===== src/hdl/m3i_pkg.sv =====
// ----------------------------------------------------------------------------
// m3i_pkg
// Shared constants, widths and types of the 3x3 matrix inverter.
// ----------------------------------------------------------------------------
package m3i_pkg;

   localparam int LANES       = 9;
   localparam int RES_BITS    = 32;
   localparam int QUOT_BITS   = 32;
   localparam int SCALE_SHIFT = 28;
   localparam int CSR_BITS    = 32;
   localparam int QDEPTH      = 16;
   localparam int QPTR_BITS   = $clog2(QDEPTH);
   localparam int QCNT_BITS   = QPTR_BITS + 1;

   // largest magnitudes that fit the signed result
   localparam logic [RES_BITS:0] POS_MAX = 33'h0_7FFF_FFFF;
   localparam logic [RES_BITS:0] NEG_MAX = 33'h0_8000_0000;

   typedef struct packed {
      logic nonempty;
      logic popped;
   } q_stat_type;

   function automatic int cof_bits(int e);
      return 2 * e + 1;
   endfunction

   function automatic int det_bits(int e);
      return 3 * e + 3;
   endfunction

   // queue word: cofactor magnitudes, per-lane sign, det magnitude, singular
   function automatic int entry_bits(int e);
      return LANES * (cof_bits(e) + 1) + det_bits(e) + 1;
   endfunction

endpackage


===== src/hdl/m3i_queue.sv =====
// ----------------------------------------------------------------------------
// m3i_queue
// Short FIFO between the classify front and the divide back.
// ----------------------------------------------------------------------------
module m3i_queue #(
   parameter int WIDTH = 8
) (
   input  logic                 clock,
   input  logic                 reset,
   input  logic                 push,
   input  logic [WIDTH-1:0]     push_data,
   input  logic                 pop,
   output logic [WIDTH-1:0]     pop_data,
   output m3i_pkg::q_stat_type  q_stat
);
   import m3i_pkg::*;

   logic [WIDTH-1:0]     mem_ff [QDEPTH];
   logic [QPTR_BITS-1:0] wr_ff, wr_in, rd_ff, rd_in;
   logic [QCNT_BITS-1:0] cnt_ff, cnt_in;

   always_comb begin
      wr_in  = wr_ff + QPTR_BITS'(push);
      rd_in  = rd_ff + QPTR_BITS'(pop);
      cnt_in = cnt_ff + QCNT_BITS'(push) - QCNT_BITS'(pop);
   end

   always_ff @(posedge clock) begin
      if (reset) begin
         wr_ff  <= '0;
         rd_ff  <= '0;
         cnt_ff <= '0;
      end else begin
         wr_ff  <= wr_in;
         rd_ff  <= rd_in;
         cnt_ff <= cnt_in;
      end
   end

   always_ff @(posedge clock) begin
      if (push) begin
         mem_ff[wr_ff] <= push_data;
      end
   end

   assign pop_data        = mem_ff[rd_ff];
   assign q_stat.nonempty = (cnt_ff != '0);
   assign q_stat.popped   = pop;

endmodule


===== config.mk =====
export PLATFORM = sky130hd
export DESIGN_NAME = m3i_queue
export DESIGN_NICKNAME = d
export VERILOG_FILES = /design/src/hdl/m3i_pkg.sv /design/src/hdl/m3i_queue.sv
export SDC_FILE = /design/constraint.sdc
export NUM_CORES = 1
export LEC_CHECK = 0
export BUFFER_PORTS_ARGS = -buffer_cell sky130_fd_sc_hd__buf_4
export CAP_MARGIN = 20
export CORE_MARGIN = 5
export CORE_UTILIZATION = 25
export CTS_CLUSTER_SIZE = 12
export DETAILED_ROUTE_END_ITERATION = 10
export HOLD_SLACK_MARGIN = 0.06
export SYNTH_ARGS = -nofsm -noshare
export SYNTH_HDL_FRONTEND = slang
export SYNTH_SLANG_ARGS = --single-unit

===== constraint.sdc =====
create_clock -name clock -period 2.3 [get_ports clock]
set_clock_uncertainty 0.1 [all_clocks]
set_input_delay 0.46 -clock clock [delete_from_list [all_inputs] [get_ports clock]]
set_output_delay 0.46 -clock clock [all_outputs]
set_load 0.005 [all_outputs]

==> results.json <==
{
  "crit_fanout": 8,
  "postSynth.topFlopCell": "sky130_fd_sc_hd__edfxtp_1",
  "synth_top_family_by_area": "multiplexers",
  "globalRouteMet2Util_pct": 16.5,
  "yosys-mux-area-fraction_pct": 13.8,
  "synth_compound_area_share_pct": 2.58,
  "vdd.ir_drop.worst_mv": 0.488,
  "rsz0062_at_grt": "true",
  "cts_hold_buffers": 0,
  "setup.worst_path.end_class": "output port",
  "route.detailed.drc": 0,
  "first_pass_grt_wire_length_mm": 18.8,
  "syn_area_um2": 5620,
  "die_area_um2": 25600,
  "netlist_top_cells_area": "sky130_fd_sc_hd__edfxtp_1, sky130_fd_sc_hd__mux4_2, sky130_fd_sc_hd__mux4_1, sky130_fd_sc_hd__dfxtp_1, sky130_fd_sc_hd__ha_1",
  "area_growth_syn_to_layout_pct": 23.1,
  "cts_root_buf": "sky130_fd_sc_hd__clkbuf_16",
  "p_sw_mw": 1.32,
  "syn_nets": 309,
  "worstHoldPathType": "in2reg",
  "finalCritPeriodShare_pct": 112,
  "tightest_slew_ps": 684,
  "cts.clk_slew.worst_paths_ps": 60,
  "num_rows": 54,
  "outcome": "finished, violations left",
  "starting_density_of_the_core_pct": 25.6,
  "antenna_violations_before_repair": 0,
  "dr_total_vias": 2795,
  "finalSetupTns_ps": -1790,
  "synthArstFlopShare_pct": 0,
  "clock_tree_from_tritoncts": "yes",
  "synthesis.yosys.warnings": 0,
  "grt_pass1_vias": 3071,
  "die_h_um": 160,
  "vias_per_cell": 4.42,
  "finalSetupViolations": 8,
  "yosys.area_share.xor_xnor_pct": 0.935,
  "synth_top_cells_by_count": "sky130_fd_sc_hd__edfxtp_1, sky130_fd_sc_hd__nor2_1, sky130_fd_sc_hd__mux4_2",
  "dr.pass1.iters": 5,
  "tritoncts.num_buffers": 17,
  "initial_drt_markers": 204,
  "reg_power_share_pct": 46.6,
  "grt.met3_usage_pct": 3.61,
  "fmaxAchievable_ghz": 0.389,
  "routabilityCongestion": 0.750,
  "place_inst": 597,
  "core_area_um2": 22000,
  "top_usage_layer": "met2",
  "required_time_of_the_worst_setup_path_ps": 1740,
  "synth_top_area_share_pct": 68.4,
  "critPathArrivalTime_ps": 2010,
  "pwr_density_cell_nw_per_um2": 900,
  "worst_setup_path_start_kind": "flip-flop",
  "clock_insertion_delay_worst_skew_ps": 410,
  "final.min_clock_period_ps": 2570,
  "timing.max_cap.violations": 0,
  "place_hpwl_mm": 8.09,
  "final_std_cells_w_o_fill": 633,
  "cts_buffer_depth": 2,
  "port_buffers": 21,
  "floorplan.die.width_um": 160,
  "design_power_total_mw": 6.23,
  "slew_headroom_pct": 54.4,
  "hold_ws_ps": 220,
  "seq_area_frac_synth_pct": 73.0,
  "synth_edf_count": 128,
  "postRouteAntennaNets": 0,
  "global_route.overflow_total": 0,
  "grt_start_max_net_pins": 34,
  "wl_per_cell_um": 20.0,
  "global_route.usage.total_pct": 10.0,
  "yosysUniqueCellTypes": 30,
  "pre_cts_ws_ps": 34.4,
  "synth_simple_gate_area_share_pct": 4.76,
  "critPathKind": "reg2out",
  "ctsHtreeMaxLevel": 4,
  "synth_adder_area_share_pct": 2.58,
  "drt-total-wl_mm": 12.6,
  "finalMaxSlewViolations": 0,
  "share_clk_of_total_power_pct": 42.4,
  "drive_above_1_share_pct": 32.6,
  "power_switching_share_pct": 21.2,
  "postSynthRegisterBits": 141,
  "io-pin-count": 22,
  "power.internal_mw": 4.91,
  "timing.final.hold_violations": 0,
  "insertedDiodeCount": 0,
  "setup_ws_ps": -272,
  "violations": "setup timing",
  "mapped_cells": 286,
  "synth_most_common_cell": "sky130_fd_sc_hd__edfxtp_1",
  "clock_sinks": 141,
  "power.leakage_nw": 2.28,
  "syn_area_per_cell_um2": 19.7,
  "nets": 363,
  "grt_util_met1_pct": 12.6,
  "comb_power_share_pct": 11.0,
  "synth.largest_area_cell": "sky130_fd_sc_hd__edfxtp_1"
}
## worst max-delay path, cell delays in order, from the launching register on
cell                      delay, ps
sky130_fd_sc_hd__dfxtp_4        430
sky130_fd_sc_hd__buf_12         170
sky130_fd_sc_hd__buf_12         110
sky130_fd_sc_hd__mux4_2         500
sky130_fd_sc_hd__a22oi_1        160
sky130_fd_sc_hd__nand2_1        110
sky130_fd_sc_hd__buf_6          130
## cells in the final DEF, fill, tap and decap left out, types with 2 or more instances in the layout
cell type	synthesis	final
sky130_fd_sc_hd__edfxtp_1	128	128
sky130_fd_sc_hd__buf_4	2	37
sky130_fd_sc_hd__mux4_2	18	29
sky130_fd_sc_hd__nor2_1	19	18
sky130_fd_sc_hd__clkbuf_16	0	18
sky130_fd_sc_hd__dfxtp_1	13	12
sky130_fd_sc_hd__ha_1	10	10
sky130_fd_sc_hd__inv_1	8	8
sky130_fd_sc_hd__a22oi_1	16	8
sky130_fd_sc_hd__a22oi_2	0	8
sky130_fd_sc_hd__nand2_1	9	8
sky130_fd_sc_hd__nor2b_1	8	7
sky130_fd_sc_hd__clkbuf_1	3	6
sky130_fd_sc_hd__nor3_1	5	5
sky130_fd_sc_hd__buf_6	3	5
sky130_fd_sc_hd__buf_12	0	5
sky130_fd_sc_hd__nand3_1	4	4
sky130_fd_sc_hd__mux4_1	14	3
sky130_fd_sc_hd__xnor2_1	3	3
sky130_fd_sc_hd__xor2_1	3	3
sky130_fd_sc_hd__bufinv_16	0	3
sky130_fd_sc_hd__clkinv_1	0	3
sky130_fd_sc_hd__nand3b_1	2	2
sky130_fd_sc_hd__nand2b_1	2	2
sky130_fd_sc_hd__a21oi_1	2	2
sky130_fd_sc_hd__clkinv_2	0	2
## registers in the layout (all words and copies together) (netlist names)
signal	flops
cnt_ff	5
mem_ff	128
wr_ff	4
rd_ff	4
## cell type report
| cell class | count | area, um^2 |
|---|---|---|
| Fill cell | 2102 | 15000 |
| Sequential cell | 141 | 4110 |
| Multi-Input combinational cell | 123 | 1390 |
| Timing Repair Buffer | 49 | 474 |
| Clock buffer | 23 | 448 |
| Tap cell | 280 | 350 |
| Clock inverter | 9 | 119 |
| Inverter | 8 | 30.0 |
## stage by stage
stage	util, %	instance area, um^2
final	31.5	6920
after global routing	31.5	6920
after CTS	31.5	6910
after detailed placement	28.4	6240
after global placement	28.4	6240
after floorplan	-	5620
## worst paths after layout
path | slack [ps] | startpoint | to | cells after the start
max | -270 | rd_ff[0] | pop_data[6] | 6
min | 220 | reset | cnt_ff[1] | 2
max reg2reg | 260 | cnt_ff[0] | cnt_ff[4] | 10
min reg2reg | 510 | wr_ff[3] | wr_ff[3] | 2
## logic make-up (layout without fill, tap and decap cells)
family | Yosys count | after routing
flip-flops | 141 | 141
XOR/XNOR | 6 | 6
adder cells (fa/ha/maj) | 11 | 11
multiplexers | 32 | 32
buffers and inverters | 22 | 89
AND/OR/NAND/NOR | 54 | 54
AO/OA/AOI/OAI | 20 | 20
## what timing repair did
item / 4_1_cts / 5_1_grt
resized for setup: 19 / 13
setup buffers: 3 / 0
cloned: 1 / 1
pin swaps: 0 / 12
endpoints found under the setup margin: 9 / 8
## layer usage
| metal | vias up | part of all wire [%] | wire length (um) |
|---|---|---|---|
| met5 | - | 0 | 0 |
| met4 | 0 | 0.49 | 62 |
| met3 | 4 | 8.1 | 1030 |
| met2 | 88 | 49 | 6220 |
| met1 | 1450 | 42 | 5330 |
| li1 | 1253 | - | - |
## power by group through the flow
stage | logic, mW | registers [mW] | clock network [mW]
CTS | 0.689 | 2.91 | 2.70
global route | 0.748 | 2.91 | 2.82
detailed placement | 0.629 | 2.96 | 0
floorplan | 0.403 | 2.94 | 0
finish | 0.684 | 2.91 | 2.64
global placement | 0.585 | 2.95 | 0
(Power assumes the default switching activity.)
